==> src/hdl/nhr_pkg.sv <==
// ----------------------------------------------------------------------------
// Broadcast step schedule package
// Field widths, register indexes, shared-unit opcodes and the decode record.
// ----------------------------------------------------------------------------
package nhr_pkg;

  // Field widths.
  localparam int STEP_W     = 4;
  localparam int RANK_W     = 7;
  localparam int IDX_W      = 6;
  localparam int TOTAL_W    = 6;
  localparam int CFG_IDX_W  = 2;
  localparam int CFG_DATA_W = 7;

  // At most this many beats are emitted for one step.
  localparam int MAX_RESULTS = 32;

  // Configuration register indexes.
  localparam logic [CFG_IDX_W-1:0] CFG_RANK_COUNT = 2'd0;
  localparam logic [CFG_IDX_W-1:0] CFG_SELF_RANK  = 2'd1;
  localparam logic [CFG_IDX_W-1:0] CFG_ROOT_RANK  = 2'd2;

  // Register values after reset.
  localparam logic [RANK_W-1:0] RANK_COUNT_RST = 7'd2;

  // Operations of the shared modular add/subtract unit.
  typedef enum logic {
    MOD_ADD,
    MOD_SUB
  } mod_op_e;

  // Decoded step: distance k = 2^sh, sender count m and slice count n.
  typedef struct packed {
    logic              err;
    logic              phase;
    logic [RANK_W-1:0] k;
    logic [RANK_W-1:0] m;
    logic [RANK_W-1:0] n;
  } dec_t;

endpackage

==> src/hdl/nhr_step_if.sv <==
// ----------------------------------------------------------------------------
// Step request channel
// Valid/ready channel that carries one step index per beat.
// ----------------------------------------------------------------------------
interface nhr_step_if;
  logic                      valid;
  logic                      ready;
  logic [nhr_pkg::STEP_W-1:0] step_index;

  modport source (output valid, output step_index, input ready);
  modport sink   (input valid, input step_index, output ready);
endinterface

==> src/hdl/nhr_result_if.sv <==
// ----------------------------------------------------------------------------
// Schedule result channel
// Valid/ready channel that carries one slice transfer descriptor per beat.
// ----------------------------------------------------------------------------
interface nhr_result_if;
  logic                        valid;
  logic                        ready;
  logic                        phase;
  logic [nhr_pkg::RANK_W-1:0]  to_peer;
  logic [nhr_pkg::RANK_W-1:0]  from_peer;
  logic [nhr_pkg::IDX_W-1:0]   tx_slice;
  logic [nhr_pkg::IDX_W-1:0]   rx_slice;
  logic                        tx_valid;
  logic                        rx_valid;
  logic [nhr_pkg::TOTAL_W-1:0] slice_total;
  logic                        is_last;
  logic                        error;

  modport source (
    output valid, output phase, output to_peer, output from_peer,
    output tx_slice, output rx_slice, output tx_valid, output rx_valid,
    output slice_total, output is_last, output error,
    input ready
  );
  modport sink (
    input valid, input phase, input to_peer, input from_peer,
    input tx_slice, input rx_slice, input tx_valid, input rx_valid,
    input slice_total, input is_last, input error,
    output ready
  );
endinterface

==> src/hdl/nhr_mod_unit.sv <==
// ----------------------------------------------------------------------------
// Modular add/subtract unit
// Computes (a + b) mod r or (a - b) mod r for operands already below r.
// ----------------------------------------------------------------------------
module nhr_mod_unit (
  input  nhr_pkg::mod_op_e            op_i,
  input  logic [nhr_pkg::RANK_W-1:0]  a_i,
  input  logic [nhr_pkg::RANK_W-1:0]  b_i,
  input  logic [nhr_pkg::RANK_W-1:0]  r_i,
  output logic [nhr_pkg::RANK_W-1:0]  y_o
);

  logic [nhr_pkg::RANK_W:0] sum;
  logic [nhr_pkg::RANK_W:0] diff;
  logic [nhr_pkg::RANK_W:0] r_ext;

  assign r_ext = {1'b0, r_i};
  assign sum   = {1'b0, a_i} + {1'b0, b_i};
  assign diff  = {1'b0, a_i} - {1'b0, b_i};

  // One correction step: the raw result lies within one modulus of range.
  always_comb begin
    unique case (op_i)
      nhr_pkg::MOD_ADD: begin
        if (sum >= r_ext) begin
          y_o = nhr_pkg::RANK_W'(sum - r_ext);
        end else begin
          y_o = sum[nhr_pkg::RANK_W-1:0];
        end
      end
      default: begin
        if (diff[nhr_pkg::RANK_W]) begin
          y_o = nhr_pkg::RANK_W'(diff + r_ext);
        end else begin
          y_o = diff[nhr_pkg::RANK_W-1:0];
        end
      end
    endcase
  end

endmodule

==> src/hdl/nhr_step_decode.sv <==
// ----------------------------------------------------------------------------
// Step decoder
// Checks a request and derives phase, peer distance, sender count and the
// number of slices moved in the step.
// ----------------------------------------------------------------------------
module nhr_step_decode #(
  parameter int MAX_RANKS = 64
) (
  input  logic [nhr_pkg::RANK_W-1:0] rank_count_i,
  input  logic [nhr_pkg::IDX_W-1:0]  self_rank_i,
  input  logic [nhr_pkg::IDX_W-1:0]  root_rank_i,
  input  logic [nhr_pkg::STEP_W-1:0] step_i,
  output nhr_pkg::dec_t              dec_o
);

  logic [nhr_pkg::RANK_W-1:0] rm1;
  logic [2:0]                 lg;
  logic [nhr_pkg::STEP_W-1:0] two_lg;
  logic                       scatter;
  logic [2:0]                 sh;
  logic [nhr_pkg::RANK_W-1:0] k;
  logic [nhr_pkg::RANK_W:0]   span;
  logic                       pow2;
  logic                       last_sc;

  assign rm1 = rank_count_i - 7'd1;

  // Ceiling log2 of the rank count: the bit length of rank_count - 1.
  always_comb begin
    lg = 3'd0;
    for (int i = 0; i < nhr_pkg::RANK_W; i++) begin
      if (rm1[i]) begin
        lg = 3'(i + 1);
      end
    end
  end

  assign two_lg  = {lg, 1'b0};
  assign scatter = step_i < {1'b0, lg};

  // Scatter distance doubles each step; allgather distance halves.
  assign sh   = scatter ? step_i[2:0] : 3'(two_lg - 4'd1 - step_i);
  assign k    = 7'd1 << sh;
  assign span = {1'b0, rm1} + {1'b0, k};

  assign pow2    = (rank_count_i & rm1) == 7'd0;
  assign last_sc = scatter && (step_i == ({1'b0, lg} - 4'd1));

  always_comb begin
    dec_o.err   = (rank_count_i < 7'd2) || (32'(rank_count_i) > MAX_RANKS) ||
                  ({1'b0, self_rank_i} >= rank_count_i) ||
                  ({1'b0, root_rank_i} >= rank_count_i) ||
                  (step_i >= two_lg);
    dec_o.phase = !scatter;
    dec_o.k     = k;
    dec_o.m     = (!pow2 && last_sc) ? (rank_count_i - k) : k;
    dec_o.n     = nhr_pkg::RANK_W'(span >> ({1'b0, sh} + 4'd1));
  end

endmodule

==> src/hdl/nhr_broadcast_step_schedule.sv <==
// ----------------------------------------------------------------------------
// Broadcast step schedule
// Turns a scatter/allgather step index into per-slice transfer beats for
// this rank, using one shared modular add/subtract unit under a sequencer.
// ----------------------------------------------------------------------------
// Sequence: after a step is accepted it is decoded, then the four modular setup ops
// (root distance, minus, plus, delta) run on the shared unit before the first beat is
// offered; a bad request goes from decode straight to its single error beat. Once a
// beat is taken and more remain, the tx and rx slice cursors are stepped one after the
// other on that unit. A new step is taken only in idle, after the last beat is taken.
// Reset: rank_count = 2, self_rank = 0, root_rank = 0, sequencer idle.
module nhr_broadcast_step_schedule #(
  parameter int MAX_RANKS = 64
) (
  input  logic                             clk_i,
  input  logic                             rst_ni,
  nhr_step_if.sink                         step_i,
  nhr_result_if.source                     result_o,
  input  logic                             cfg_we_i,
  input  logic [nhr_pkg::CFG_IDX_W-1:0]    cfg_idx_i,
  input  logic [nhr_pkg::CFG_DATA_W-1:0]   cfg_data_i
);

  localparam logic [3:0] ST_IDLE    = 4'd0;
  localparam logic [3:0] ST_DECODE  = 4'd1;
  localparam logic [3:0] ST_DROOT   = 4'd2;
  localparam logic [3:0] ST_MINUS   = 4'd3;
  localparam logic [3:0] ST_PLUS    = 4'd4;
  localparam logic [3:0] ST_DLT     = 4'd5;
  localparam logic [3:0] ST_EMIT    = 4'd6;
  localparam logic [3:0] ST_NEXT_TX = 4'd7;
  localparam logic [3:0] ST_NEXT_RX = 4'd8;

  localparam int RW = nhr_pkg::RANK_W;
  localparam int TW = nhr_pkg::TOTAL_W;

  // Configuration registers.
  logic [RW-1:0]            rank_q;
  logic [nhr_pkg::IDX_W-1:0] self_q;
  logic [nhr_pkg::IDX_W-1:0] root_q;

  // Sequencer control.
  logic [3:0]    state_q, state_d;
  logic [TW-1:0] rem_q, rem_d;

  // Working and result registers.
  logic [nhr_pkg::STEP_W-1:0] step_q, step_d;
  nhr_pkg::dec_t              dec_q, dec_d;
  logic [RW-1:0]              droot_q, droot_d;
  logic [RW-1:0]              minus_q, minus_d;
  logic [RW-1:0]              plus_q, plus_d;
  logic [RW-1:0]              dlt_q, dlt_d;
  logic [RW-1:0]              txs_q, txs_d;
  logic [RW-1:0]              rxs_q, rxs_d;
  logic [RW-1:0]              to_q, to_d;
  logic [RW-1:0]              from_q, from_d;
  logic                       phase_q, phase_d;
  logic                       txv_q, txv_d;
  logic                       rxv_q, rxv_d;
  logic                       err_q, err_d;
  logic [TW-1:0]              total_q, total_d;

  nhr_pkg::dec_t    dec;
  nhr_pkg::mod_op_e mu_op;
  logic [RW-1:0]    mu_a;
  logic [RW-1:0]    mu_b;
  logic [RW-1:0]    mu_y;
  logic [RW-1:0]    self_ext;
  logic             sc_tx;
  logic             sc_rx;
  logic [RW-1:0]    n_sel;

  assign self_ext = {1'b0, self_q};

  // Configuration writes; unknown indexes are dropped.
  always_ff @(posedge clk_i or negedge rst_ni) begin
    if (!rst_ni) begin
      rank_q <= nhr_pkg::RANK_COUNT_RST;
      self_q <= '0;
      root_q <= '0;
    end else if (cfg_we_i) begin
      unique case (cfg_idx_i)
        nhr_pkg::CFG_RANK_COUNT: rank_q <= cfg_data_i;
        nhr_pkg::CFG_SELF_RANK:  self_q <= cfg_data_i[nhr_pkg::IDX_W-1:0];
        nhr_pkg::CFG_ROOT_RANK:  root_q <= cfg_data_i[nhr_pkg::IDX_W-1:0];
        default: ;
      endcase
    end
  end

  nhr_step_decode #(
    .MAX_RANKS (MAX_RANKS)
  ) u_decode (
    .rank_count_i (rank_q),
    .self_rank_i  (self_q),
    .root_rank_i  (root_q),
    .step_i       (step_q),
    .dec_o        (dec)
  );

  // Operand selection for the shared modular unit.
  always_comb begin
    mu_op = nhr_pkg::MOD_SUB;
    mu_a  = self_ext;
    mu_b  = dec_q.k;
    unique case (state_q)
      ST_DROOT: begin
        mu_a = {1'b0, root_q};
        mu_b = self_ext;
      end
      ST_PLUS: begin
        mu_op = nhr_pkg::MOD_ADD;
      end
      ST_DLT: begin
        mu_op = nhr_pkg::MOD_ADD;
        mu_a  = dec_q.k;
      end
      ST_NEXT_TX: begin
        mu_a = txs_q;
        mu_b = dlt_q;
      end
      ST_NEXT_RX: begin
        mu_a = rxs_q;
        mu_b = dlt_q;
      end
      default: ;
    endcase
  end

  nhr_mod_unit u_mod (
    .op_i (mu_op),
    .a_i  (mu_a),
    .b_i  (mu_b),
    .r_i  (rank_q),
    .y_o  (mu_y)
  );

  // Scatter role: sender if the root distance is below m, receiver if it
  // lies in the next m ranks past the current distance.
  assign sc_tx = droot_q < dec_q.m;
  assign sc_rx = !sc_tx && (droot_q >= dec_q.k) &&
                 ({1'b0, droot_q} < ({1'b0, dec_q.m} + {1'b0, dec_q.k}));
  assign n_sel = (dec_q.phase || sc_tx || sc_rx) ? dec_q.n : '0;

  // Sequencer next-state and datapath updates.
  always_comb begin
    state_d = state_q;
    rem_d   = rem_q;
    step_d  = step_q;
    dec_d   = dec_q;
    droot_d = droot_q;
    minus_d = minus_q;
    plus_d  = plus_q;
    dlt_d   = dlt_q;
    txs_d   = txs_q;
    rxs_d   = rxs_q;
    to_d    = to_q;
    from_d  = from_q;
    phase_d = phase_q;
    txv_d   = txv_q;
    rxv_d   = rxv_q;
    err_d   = err_q;
    total_d = total_q;
    unique case (state_q)
      ST_IDLE: begin
        if (step_i.valid) begin
          step_d  = step_i.step_index;
          state_d = ST_DECODE;
        end
      end
      ST_DECODE: begin
        dec_d = dec;
        if (dec.err) begin
          phase_d = 1'b0;
          to_d    = rank_q;
          from_d  = rank_q;
          txv_d   = 1'b0;
          rxv_d   = 1'b0;
          err_d   = 1'b1;
          total_d = '0;
          rem_d   = TW'(1);
          state_d = ST_EMIT;
        end else begin
          state_d = ST_DROOT;
        end
      end
      ST_DROOT: begin
        droot_d = mu_y;
        state_d = ST_MINUS;
      end
      ST_MINUS: begin
        minus_d = mu_y;
        state_d = ST_PLUS;
      end
      ST_PLUS: begin
        plus_d  = mu_y;
        state_d = ST_DLT;
      end
      ST_DLT: begin
        dlt_d   = mu_y;
        phase_d = dec_q.phase;
        err_d   = 1'b0;
        total_d = n_sel[TW-1:0];
        if (n_sel == '0) begin
          rem_d = TW'(1);
        end else if (32'(n_sel) > nhr_pkg::MAX_RESULTS) begin
          rem_d = TW'(nhr_pkg::MAX_RESULTS);
        end else begin
          rem_d = n_sel[TW-1:0];
        end
        if (dec_q.phase) begin
          to_d   = plus_q;
          from_d = minus_q;
          txs_d  = self_ext;
          rxs_d  = minus_q;
          txv_d  = 1'b1;
          rxv_d  = 1'b1;
        end else begin
          to_d   = sc_tx ? minus_q : rank_q;
          from_d = sc_rx ? plus_q : rank_q;
          txs_d  = minus_q;
          rxs_d  = self_ext;
          txv_d  = sc_tx;
          rxv_d  = sc_rx;
        end
        state_d = ST_EMIT;
      end
      ST_EMIT: begin
        if (result_o.ready) begin
          if (rem_q == TW'(1)) begin
            state_d = ST_IDLE;
          end else begin
            rem_d   = rem_q - TW'(1);
            state_d = ST_NEXT_TX;
          end
        end
      end
      ST_NEXT_TX: begin
        txs_d   = mu_y;
        state_d = ST_NEXT_RX;
      end
      ST_NEXT_RX: begin
        rxs_d   = mu_y;
        state_d = ST_EMIT;
      end
      default: begin
        state_d = ST_IDLE;
      end
    endcase
  end

  // Control registers.
  always_ff @(posedge clk_i or negedge rst_ni) begin
    if (!rst_ni) begin
      state_q <= ST_IDLE;
      rem_q   <= '0;
    end else begin
      state_q <= state_d;
      rem_q   <= rem_d;
    end
  end

  // Payload registers.
  always_ff @(posedge clk_i) begin
    step_q  <= step_d;
    dec_q   <= dec_d;
    droot_q <= droot_d;
    minus_q <= minus_d;
    plus_q  <= plus_d;
    dlt_q   <= dlt_d;
    txs_q   <= txs_d;
    rxs_q   <= rxs_d;
    to_q    <= to_d;
    from_q  <= from_d;
    phase_q <= phase_d;
    txv_q   <= txv_d;
    rxv_q   <= rxv_d;
    err_q   <= err_d;
    total_q <= total_d;
  end

  // Channel outputs straight from registers.
  assign step_i.ready         = state_q == ST_IDLE;
  assign result_o.valid       = state_q == ST_EMIT;
  assign result_o.phase       = phase_q;
  assign result_o.to_peer     = to_q;
  assign result_o.from_peer   = from_q;
  assign result_o.tx_slice    = txv_q ? txs_q[nhr_pkg::IDX_W-1:0] : '0;
  assign result_o.rx_slice    = rxv_q ? rxs_q[nhr_pkg::IDX_W-1:0] : '0;
  assign result_o.tx_valid    = txv_q;
  assign result_o.rx_valid    = rxv_q;
  assign result_o.slice_total = total_q;
  assign result_o.is_last     = rem_q == TW'(1);
  assign result_o.error       = err_q;

endmodule

==> src/flat_wrapper.sv <==
// flat-port wrapper written by rule: the top's interface ports become plain ports
module nhr_broadcast_step_schedule_flat 
#(
  parameter int MAX_RANKS = 64
)
  (clk_i, rst_ni, cfg_we_i, cfg_idx_i, cfg_data_i, step_i_valid, step_i_step_index, step_i_ready, result_o_valid, result_o_phase, result_o_to_peer, result_o_from_peer, result_o_tx_slice, result_o_rx_slice, result_o_tx_valid, result_o_rx_valid, result_o_slice_total, result_o_is_last, result_o_error, result_o_ready);
  nhr_step_if step_i_i ();
  nhr_result_if result_o_i ();
  input  logic clk_i;
  input  logic rst_ni;
  input  logic cfg_we_i;
  input  logic [nhr_pkg::CFG_IDX_W-1:0] cfg_idx_i;
  input  logic [nhr_pkg::CFG_DATA_W-1:0] cfg_data_i;
  input wire logic [$bits(step_i_i.valid)-1:0] step_i_valid;
  input wire logic [$bits(step_i_i.step_index)-1:0] step_i_step_index;
  output wire logic [$bits(step_i_i.ready)-1:0] step_i_ready;
  output wire logic [$bits(result_o_i.valid)-1:0] result_o_valid;
  output wire logic [$bits(result_o_i.phase)-1:0] result_o_phase;
  output wire logic [$bits(result_o_i.to_peer)-1:0] result_o_to_peer;
  output wire logic [$bits(result_o_i.from_peer)-1:0] result_o_from_peer;
  output wire logic [$bits(result_o_i.tx_slice)-1:0] result_o_tx_slice;
  output wire logic [$bits(result_o_i.rx_slice)-1:0] result_o_rx_slice;
  output wire logic [$bits(result_o_i.tx_valid)-1:0] result_o_tx_valid;
  output wire logic [$bits(result_o_i.rx_valid)-1:0] result_o_rx_valid;
  output wire logic [$bits(result_o_i.slice_total)-1:0] result_o_slice_total;
  output wire logic [$bits(result_o_i.is_last)-1:0] result_o_is_last;
  output wire logic [$bits(result_o_i.error)-1:0] result_o_error;
  input wire logic [$bits(result_o_i.ready)-1:0] result_o_ready;
  assign step_i_i.valid = step_i_valid;
  assign step_i_i.step_index = step_i_step_index;
  assign step_i_ready = step_i_i.ready;
  assign result_o_valid = result_o_i.valid;
  assign result_o_phase = result_o_i.phase;
  assign result_o_to_peer = result_o_i.to_peer;
  assign result_o_from_peer = result_o_i.from_peer;
  assign result_o_tx_slice = result_o_i.tx_slice;
  assign result_o_rx_slice = result_o_i.rx_slice;
  assign result_o_tx_valid = result_o_i.tx_valid;
  assign result_o_rx_valid = result_o_i.rx_valid;
  assign result_o_slice_total = result_o_i.slice_total;
  assign result_o_is_last = result_o_i.is_last;
  assign result_o_error = result_o_i.error;
  assign result_o_i.ready = result_o_ready;
  nhr_broadcast_step_schedule #(.MAX_RANKS(MAX_RANKS)) u_core (.clk_i(clk_i), .rst_ni(rst_ni), .step_i(step_i_i), .result_o(result_o_i), .cfg_we_i(cfg_we_i), .cfg_idx_i(cfg_idx_i), .cfg_data_i(cfg_data_i));
endmodule
==> config.mk <==
export PLATFORM = sky130hd
export DESIGN_NAME = nhr_broadcast_step_schedule_flat
export DESIGN_NICKNAME = d
export VERILOG_FILES = /design/src/hdl/nhr_pkg.sv /design/src/hdl/nhr_step_if.sv /design/src/hdl/nhr_result_if.sv /design/src/hdl/nhr_mod_unit.sv /design/src/hdl/nhr_step_decode.sv /design/src/hdl/nhr_broadcast_step_schedule.sv /design/src/flat_wrapper.sv
export SDC_FILE = /design/constraint.sdc
export NUM_CORES = 1
export LEC_CHECK = 0
export BUFFER_PORTS_ARGS = -buffer_cell sky130_fd_sc_hd__buf_2
export CAP_MARGIN = 20
export CORE_ASPECT_RATIO = 1.25
export CORE_MARGIN = 2
export CORE_UTILIZATION = 39
export DETAILED_ROUTE_END_ITERATION = 10
export HOLD_SLACK_MARGIN = 0.05
export MAX_ROUTING_LAYER = met4
export SLEW_MARGIN = 20
export SYNTH_ARGS = -nofsm -noshare
export SYNTH_HDL_FRONTEND = slang
export SYNTH_HIERARCHICAL = 1
export SYNTH_SLANG_ARGS = --single-unit
==> constraint.sdc <==
create_clock -name clk_i -period 8.5 [get_ports clk_i]
set_input_delay 0.425 -clock clk_i [delete_from_list [all_inputs] [get_ports clk_i]]
set_output_delay 0.425 -clock clk_i [all_outputs]
set_load 0.05 [all_outputs]
==> run metrics, run 1 <==
status=finished, final reports clean; # resized after CTS=0; initial antenna violation count=0; Achievable Freq=151.2 MHz; Mapped Cells=933; pin count of the biggest net entering global routing=30; Critical Path Fanout Max=12; Worst Path Arrival=6.76 ns; die width=141.3 µm; Buf/Inv on CP=3; Die Y=175.7 µm; first-pass GRT wire length=39650 µm; I/O pin count=57; count of cell types in the netlist=79; Slew Limit Fails=0; Post CTS Setup Buffer Count=0; Synth warnings=6; Clock Tree Root=clkbuf_16; post-synthesis sequential area ratio=37.95%; post-DR wirelength/cell=19.81 µm; worst-path cell chain=inv_1 > ha_1 > nand2_1 > ha_1 > a311oi_1 > ha_1 > nand3b_1 > nand2_1 > xnor2_1 > o21ai_0 > inv_1 > ha_1 > inv_1 > fa_1 > nor2b_1 > o31a_1 > nor2_1 > maj3_1 > xor2_1 > a21oi_1 > a211o_1; CTS clock-pin slew for the worst setup and hold paths=0.05 ns; Max-cap violations=0; Detailed Place HPWL=19690 µm; Worst path top cell family by delay=adder cells; H-Tree Level Count=4; Critical Path RT=8.65 ns; Hold Slack=0.05074 ns; Reg area=3490 µm²; Async SR Flop Fraction=23.97%; Pre-antenna DRT Iters=5; Skew-Pair Late Insertion Delay=0.42 ns; DR iter-0 viols=607; top cell type's share of synthesized area=30.04%; row cnt=62; setup TNS=0 ns; Setup CP Type=reg2reg; CTS tree=yes; TritonCTS Sinks=121; CTS Hold Bufs=0; fill count=2185; nets=1104; global-route congestion overflow total=0; top cells by area, synth=edfxtp_1 (30%), ha_1 (13%), dfrtp_1 (7.6%); worst-margin pin slew=1.071 ns; Primary FF master, synth=edfxtp_1; Final ANT Viol Nets=0; Hold Fails Final Rpt=0; crit share post-route=77.78%; Routed WL=25480 µm; most frequent cell after synthesis=ha_1; CTS Buf Count=17; vias in the first global route=7162; footprint of the multi-input gates=5256 µm²; CTS max path bufs=2; share of layout cells above drive strength 1=15.53%; Mapped Area=9195 µm²; Starting Density=39.91%; Slowest-stage cell, CP=dfstp_2; CORE AREA=23040 µm²; Global Route Usage Sum=21.51%; synth-to-layout area growth=12.83%; CP most frequent cell=ha_1; Post-synth EDFFs=92; Vias=7282; Final min period=6.612 ns; IO buf count=56; Worst path max stage delay=0.70 ns; synth cell count leaders=ha_1 (94), edfxtp_1 (92), inv_1 (81); n_diodes=0; DRC=0; HP Class=in2async; syn avg cell area=9.855 µm²; Slew HR=28.62%; vias per inst=5.663; DIE AREA=24830 µm²; synthesis-stage register bit count=121; Setup crit end kind=flip-flop; post-synth top area cell=edfxtp_1; Final setup viols=0; crit path launch type=flip-flop; RSZ-0062 raised after global routing=no; final clock skew=0.01178 ns; Net Count, Synth=1052; Placer Congestion=0.9328
-- placed cells by master, fill, tap and decap left out, drive strengths merged, types with 14 or more instances in the layout --
master  synthesis  layout
and2           25      25
a22oi          19      19
nor2           62      62
mux2i          27      27
a211oi         17      17
nand2          67      67
dfrtp          28      28
buf             6      63
a21oi          53      53
o21ai          52      52
a21o           18      18
mux2           27      27
nor3           14      14
clkbuf         23      20
inv            83      84
edfxtp         92      92
and3           17      17
xnor2          21      21
nand3          21      21
o22ai          20      20
ha             94      94
nand2b         14      14
-- layout make-up --
class | instances | area share (%)
clock inverters | 12 | 1.688
repair buffers | 63 | 3.208
inverters | 83 | 3.123
flip-flops and latches | 121 | 33.63
multi-input cells | 699 | 50.66
well taps | 288 | 3.473
clock buffers | 20 | 4.209
-- registers in the layout, indices dropped and copies added (netlist names), 7 cells and up --
register and flops:
u_core/rank_q 7, u_core/dec_q 22, u_core/minus_q 7, u_core/plus_q 7, u_core/result_o.to_peer 7, u_core/droot_q 7
u_core/result_o.from_peer 7, u_core/rxs_q 7, u_core/dlt_q 7, u_core/txs_q 7
-- path summary, 6_finish.rpt --
kind                                       from                to  slack [ns]  depth (start not counted)
max                            u_core/rank_q[1]   u_core/dec_q[1]        1.89                         21
min                                      rst_ni  u_core/root_q[3]        0.05                          1
max reg2reg                    u_core/rank_q[1]   u_core/dec_q[1]        1.89                         21
min reg2reg                     u_core/rem_q[5]   u_core/rem_q[5]        0.56                          1
max in group asynchronous                rst_ni   u_core/rem_q[3]        8.00                          1
min in group clk_i         step_i_step_index[0]  u_core/step_q[0]        0.18                          1
-- kinds of logic after synthesis --
| family | count (synthesis) | synth area share, % |
|---|---|---|
| flops | 121 | 37.95 |
| mux | 54 | 6.287 |
| compound gates | 235 | 17.54 |
| simple gates | 273 | 15.16 |
| xor+xnor | 34 | 3.239 |
| fa+ha+maj | 103 | 14.55 |
| buf+inv | 113 | 5.280 |
-- stage by stage --
stage / instances / instance area, µm² / util (%) / worst slack, ns
floorplan: 933 / 9195 / - / 3.194
global placement: 1254 / 9748 / 42.31 / 2.020
detailed placement: 1254 / 9748 / 42.31 / 1.981
CTS: 1286 / 10360 / 44.97 / 1.955
global route: 1286 / 10380 / 45.03 / 1.289
finish: 1286 / 10380 / 45.03 / 1.888
-- routing by layer --
layer / track usage [%] / part of all wire, % / up-vias
li1: - / - / 3521
met3: 3.462 / 4.7 / 57
met4: 9.833 / 4.0 / 0
met5: - / 0 / -
met2: 36.79 / 51 / 232
met1: 24.75 / 40 / 3472
Power of run 1 is not shown: default switching activity piles up to over one toggle a cycle in this logic, so the estimate is an artifact.
==> run 2, diff against run 1 <==
--- a/config.mk
+++ b/config.mk
@@ -5,6 +5,7 @@
 export SDC_FILE = /design/constraint.sdc
 export NUM_CORES = 1
 export LEC_CHECK = 0
+export ABC_AREA = 1
 export BUFFER_PORTS_ARGS = -buffer_cell sky130_fd_sc_hd__buf_2
 export CAP_MARGIN = 20
 export CORE_ASPECT_RATIO = 1.25
==> constraint.sdc (replaced) <==
create_clock -name clk_i -period 6.3 [get_ports clk_i]
set_input_delay 0.315 -clock clk_i [delete_from_list [all_inputs] [get_ports clk_i]]
set_output_delay 0.315 -clock clk_i [all_outputs]
set_load 0.05 [all_outputs]
==> run metrics, run 2 <==
Simple-Gate Fraction of Synth Area=24.77% (+9.6 points); post-synthesis mux area share=0.6407% (-5.6 points); Mapped Cells=1161 (+24%); Slew HR=33.32% (+4.7 points); Post-synth EDFFs=92 (unchanged); Achievable Freq=187.8 MHz (+24%); Critical Path Fanout Max=12 (unchanged); CTS Hold Bufs=2 (+2); initial antenna violation count=0 (unchanged); DR iter-0 viols=491 (-19%); final clock skew=0.01659 ns (+0.004811 ns); post-DR wirelength/cell=16.91 µm (-15%); setup TNS=0 ns (unchanged); RSZ-0062 raised after global routing=no; global-route congestion overflow total=0 (unchanged); Clock Tree Root=clkbuf_16; Vias=8077 (+11%); status=finished, final reports clean; top cells by area, synth=edfxtp_1 (29%), ha_1 (13%), nand2_1 (12%); Synth warnings=6 (unchanged); row cnt=63 (+1.6%); HP Class=in2reg; commonest non-fill, non-tap cells in the layout=nand2_1 (311), inv_1 (164), o21ai_0 (94), ha_1 (94), edfxtp_1 (92); synth cell count leaders=nand2_1 (311), inv_1 (164), ha_1 (94), o21ai_0 (94), edfxtp_1 (92); n_diodes=0 (unchanged); Post CTS Setup Buffer Count=0 (unchanged); worst-margin pin slew=0.9978 ns (-0.07286 ns); reg2reg start=u_core/rank_q[1]; synthesis-stage register bit count=121 (unchanged); Reg area=3490 µm² (unchanged); CTS clock-pin slew for the worst setup and hold paths=0.06 ns (about the same); Die Y=177.3 µm (+0.95%); Worst path max stage delay=0.77 ns (+0.07 ns); Final ANT Viol Nets=0 (unchanged); Synth Area in Compound Gates=12.53% (-5.0 points); Hold Slack=0.06800 ns (+0.01726 ns); Setup CP Type=reg2reg; Async SR Flop Fraction=23.97% (unchanged); Pre-antenna DRT Iters=5 (unchanged); CTS Buf Count=17 (unchanged); reg2reg end=u_core/dec_q[0]; Placer Congestion=0.8815 (-5.5%); Detailed Place HPWL=20510 µm (+4.2%); Final min period=5.324 ns (-1.288 ns); Slowest-stage cell, CP=dfstp_2; # resized after CTS=0 (unchanged); Mapped Area=9374 µm² (+1.9%); post-synth top area cell=edfxtp_1; count of cell types in the netlist=57 (-28%); most frequent cell after synthesis=nand2_1; DIE AREA=25300 µm² (+1.9%); synth-to-layout area growth=13.48%; footprint of the multi-input gates=5115 µm² (-2.7%); Skew-Pair Late Insertion Delay=0.42 ns (about the same); Global Route Usage Sum=21.70% (+0.19 points); top cell type's share of synthesized area=29.47% (-0.57 points); first-pass GRT wire length=40990 µm (+3.4%); Starting Density=39.64% (-0.27 points); Worst Path Arrival=5.51 ns (-1.25 ns); TritonCTS Sinks=121 (unchanged); Setup crit start=u_core/rank_q[1]; area post-placement=9992 µm² (+2.5%); crit share post-route=84.51% (+6.7 points); Net Count, Synth=1280 (+22%); final instance area=10640 µm² (+2.5%); nets=1348 (+22%); Routed WL=25940 µm (+1.8%); DRC=0 (unchanged); IO buf count=56 (unchanged); CP most frequent cell=inv_1; fill count=2336 (+6.9%); syn avg cell area=8.074 µm² (-18%); Synth Area in Adders=14.04% (-0.50 points); H-Tree Level Count=4 (unchanged); share of layout cells above drive strength 1=13.69% (-1.8 points); pin count of the biggest net entering global routing=30 (unchanged); Setup crit end kind=flip-flop; Non-Filler Instances=1534 (+19%); CORE AREA=23650 µm² (+2.6%); crit path launch type=flip-flop; Critical Path RT=6.48 ns (-2.17 ns); placed cell count=1498 (+19%); vias per inst=5.265 (-7.0%); die width=142.7 µm (+0.94%); Max-cap violations=0 (unchanged); CTS max path bufs=2 (unchanged); Slew Limit Fails=0 (unchanged); post-synthesis sequential area ratio=37.23% (-0.72 points); Top reg by flops=u_core/dec_q; main combinational cell family by area after synthesis=simple AND/OR/NAND/NOR gates; Reg2Reg Depth=30 (+43%); Primary FF master, synth=edfxtp_1; reg2reg setup slack=0.98 ns (-0.91 ns); vias in the first global route=7901 (+10%); Largest register FFs=22 (unchanged); Worst Setup EP=u_core/dec_q[0]; CTS tree=yes; most common cell after layout, fill and taps aside=nand2_1; Hold Fails Final Rpt=0 (unchanged); I/O pin count=57 (unchanged); Final setup viols=0 (unchanged); post-synthesis xor/xnor area fraction=2.523% (-0.72 points)
[run 2: cell types whose count changed after synthesis, moves of 19 or more]
cell | previous run | this run
nand2_1 | 67 | 311
inv_1 | 81 | 164
o21ai_0 | 50 | 94
nand3_1 | 20 | 60
mux2_2 | 26 | 0
and2_1 | 23 | 1
mux2i_1 | 27 | 6
o22ai_1 | 19 | 0
[run 2: worst min-delay path by stage]
stage,cells after the start,from,to,slack [ns]
global route,1,step_i_step_index[2],u_core/step_q[2],0.05
global placement,1,rst_ni,u_core/rem_q[2],0.40
floorplan,0,rst_ni,u_core/rank_q[0],0.02
finish,1,step_i_step_index[2],u_core/step_q[2],0.07
CTS,1,step_i_step_index[1],u_core/step_q[1],0.05
detailed placement,1,rst_ni,u_core/rem_q[2],0.39
[run 2: metal layers]
layer,vias up,track usage (%),share of wire [%]
met1,3759,25.38,41
met5,-,-,0
met3,61,3.373,5.1
li1,4025,-,-
met4,0,7.962,3.1
met2,232,37.66,50
[run 2: cell families after synthesis]
kind of cell / count (synthesis)
adder cells (fa/ha/maj): 101
AO/OA/AOI/OAI: 196
AND/OR/NAND/NOR: 511
buffers and inverters: 199
multiplexers: 6
XOR/XNOR: 27
flip-flops: 121
[run 2: stage by stage]
step / setup WS (ns) / util, %
after floorplan: 1.923 / -
after global placement: 1.028 / 42.25
after detailed placement: 0.9771 / 42.25
after CTS: 0.9693 / 44.90
after global routing: 0.3108 / 44.98
final: 0.9759 / 44.98
[run 2: layout make-up]
cell class,instances,area share [%]
multi-input combinational,841,48.08
sequential,121,32.80
inverter,179,6.340
clock buffer,17,3.999
timing repair buffer,69,3.646
tap,292,3.434
clock inverter,15,1.694
[run 2: worst max-delay path: cells and delay by family (launching register included)]
kind | cells | cell delay, ns
flops | 1 | 0.77
buf+inv | 6 | 0.70
compound gates | 4 | 0.86
fa+ha+maj | 4 | 1.02
simple gates | 16 | 1.72
Power of run 2 is left out for the same reason.
==> run 3, diff against run 2 <==
==> constraint.sdc (replaced) <==
create_clock -name clk_i -period 4.87 [get_ports clk_i]
set_input_delay 0.2435 -clock clk_i [delete_from_list [all_inputs] [get_ports clk_i]]
set_output_delay 0.2435 -clock clk_i [all_outputs]
set_load 0.05 [all_outputs]
==> run metrics, run 3 (synthesis results as in run 2) <==
setup TNS=0 ns (unchanged); global-route congestion overflow total=0 (unchanged); Final ANT Viol Nets=0 (unchanged); Detailed Place HPWL=20630 µm (+0.61%); Slowest-stage cell, CP=dfstp_2; area post-placement=10170 µm² (+1.8%); crit path launch type=flip-flop; Skew-Pair Late Insertion Delay=0.42 ns (about the same); Die Y=177.3 µm (unchanged); Max-cap violations=0 (unchanged); CTS Buf Count=17 (unchanged); DR iter-0 viols=510 (+3.9%); vias in the first global route=7927 (+0.33%); Final min period=4.469 ns (-0.8551 ns); Top reg by flops=u_core/dec_q; CORE AREA=23650 µm² (unchanged); Slew Limit Fails=0 (unchanged); Worst path top cell family by delay=simple AND/OR/NAND/NOR gates; Critical Path Fanout Max=11 (-1); crit share post-route=91.76% (+7.3 points); nets=1377 (+2.2%); Starting Density=39.64% (unchanged); I/O pin count=57 (unchanged); Global Route Usage Sum=21.85% (+0.15 points); Setup crit end kind=flip-flop; Pre-antenna DRT Iters=7 (+2); RSZ-0062 raised after global routing=no; final clock skew=0.008589 ns (-0.008003 ns); Largest register FFs=22 (unchanged); CTS clock-pin slew for the worst setup and hold paths=0.06 ns (about the same); CP most frequent cell=inv_1; die width=142.7 µm (unchanged); worst-margin pin slew=0.9707 ns (-0.02713 ns); fill count=2363 (+1.2%); commonest non-fill, non-tap cells in the layout=nand2_1 (310), inv_1 (162), ha_1 (93); first-pass GRT wire length=41410 µm (+1.0%); share of layout cells above drive strength 1=16.44% (+2.8 points); most common cell after layout, fill and taps aside=nand2_1; Hold Fails Final Rpt=0 (unchanged); initial antenna violation count=0 (unchanged); status=finished, final reports clean; final instance area=10850 µm² (+2.0%); Clock Tree Root=clkbuf_16; Achievable Freq=223.8 MHz (+19%); H-Tree Level Count=4 (unchanged); vias per inst=5.260 (-0.11%); DIE AREA=25300 µm² (unchanged); DRC=0 (unchanged); Vias=8221 (+1.8%); Setup CP Type=reg2reg; Placer Congestion=0.9160 (+3.9%); row cnt=63 (unchanged); Slew HR=35.13% (+1.8 points); pin count of the biggest net entering global routing=30 (unchanged); Buf/Inv on CP=7 (+1); HP Class=in2reg; TritonCTS Sinks=121 (unchanged); Worst Path Arrival=4.62 ns (-0.89 ns); Critical Path RT=5.02 ns (-1.46 ns); n_diodes=0 (unchanged); synth-to-layout area growth=15.76%; final design utilization=45.89% (+0.90 points); Final setup viols=0 (unchanged); Routed WL=26230 µm (+1.1%); CTS tree=yes; IO buf count=56 (unchanged); post-DR wirelength/cell=16.78 µm (-0.78%); Worst path max stage delay=0.54 ns (-0.23 ns); CTS max path bufs=2 (unchanged)
==> run 3: cell types whose count changed in the layout (fill, tap and decap cells not counted), moves of 3 or more <==
cell,before,now
inv_2,10,13
buf_4,9,37
clkinvlp_4,0,3
nor2_1,55,52
o21ai_0,94,91
==> run 3: worst reg2reg max path, delay by kind of cell (launching register included) <==
family	cells	cell delay [ns]
AND/OR/NAND/NOR	13	1.56
adder cells (fa/ha/maj)	4	0.85
AO/OA/AOI/OAI	4	0.62
buffers and inverters	7	0.57
flip-flops	1	0.54
XOR/XNOR	1	0.06
==> run 3: metrics by stage <==
stage                     worst slack (ns)  hold WS [ns]  cells
after detailed placement            0.1084        0.3416   1522
after CTS                           0.1069       0.08962   1559
final                               0.4011       0.09829   1563
after global placement              0.2078        0.3307   1522
after global routing              0.003372        0.1114   1563
after floorplan                     0.4934      -0.05209   1161
==> run 3: what timing repair did <==
item                                    in CTS  in global routing
setup buffers                                0                  4
endpoints found under the hold margin       32                  0
hold buffers                                 5                  0
resized for setup                            0                 15
endpoints found under the setup margin       0                 50
==> run 3: worst paths after layout <==
path | startpoint | to | slack (ns) | cells past startpoint
max | u_core/rank_q[1] | u_core/dec_q[13] | 0.40 | 29
min | cfg_data_i[6] | u_core/rank_q[6] | 0.1 | 3
max reg2reg | u_core/rank_q[1] | u_core/dec_q[13] | 0.40 | 29
min reg2reg | u_core/rem_q[1] | u_core/rem_q[1] | 0.51 | 2
max in group asynchronous | rst_ni | u_core/rank_q[0] | 4.02 | 2
min in group asynchronous | rst_ni | u_core/state_q[2] | 0.40 | 2
==> run 3: area by class of cell <==
class | count | area (µm²) | share of cell area, %
tap | 292 | 365.4 | 3.367
sequential | 121 | 3490 | 32.16
multi-input combinational | 841 | 5144 | 47.40
clock inverter | 15 | 145.1 | 1.337
timing repair buffer | 98 | 608.1 | 5.604
clock buffer | 17 | 425.4 | 3.920
inverter | 179 | 674.4 | 6.215
==> run 3: routing by layer <==
layer / track usage [%] / wire length, µm / up-vias
li1: - / - / 4084
met5: - / 0 / -
met2: 38.20 / 13360 / 226
met3: 2.294 / 1208 / 32
met4: 6.931 / 505 / 0
met1: 26.48 / 11150 / 3879
Power of run 3 is left out for the same reason.
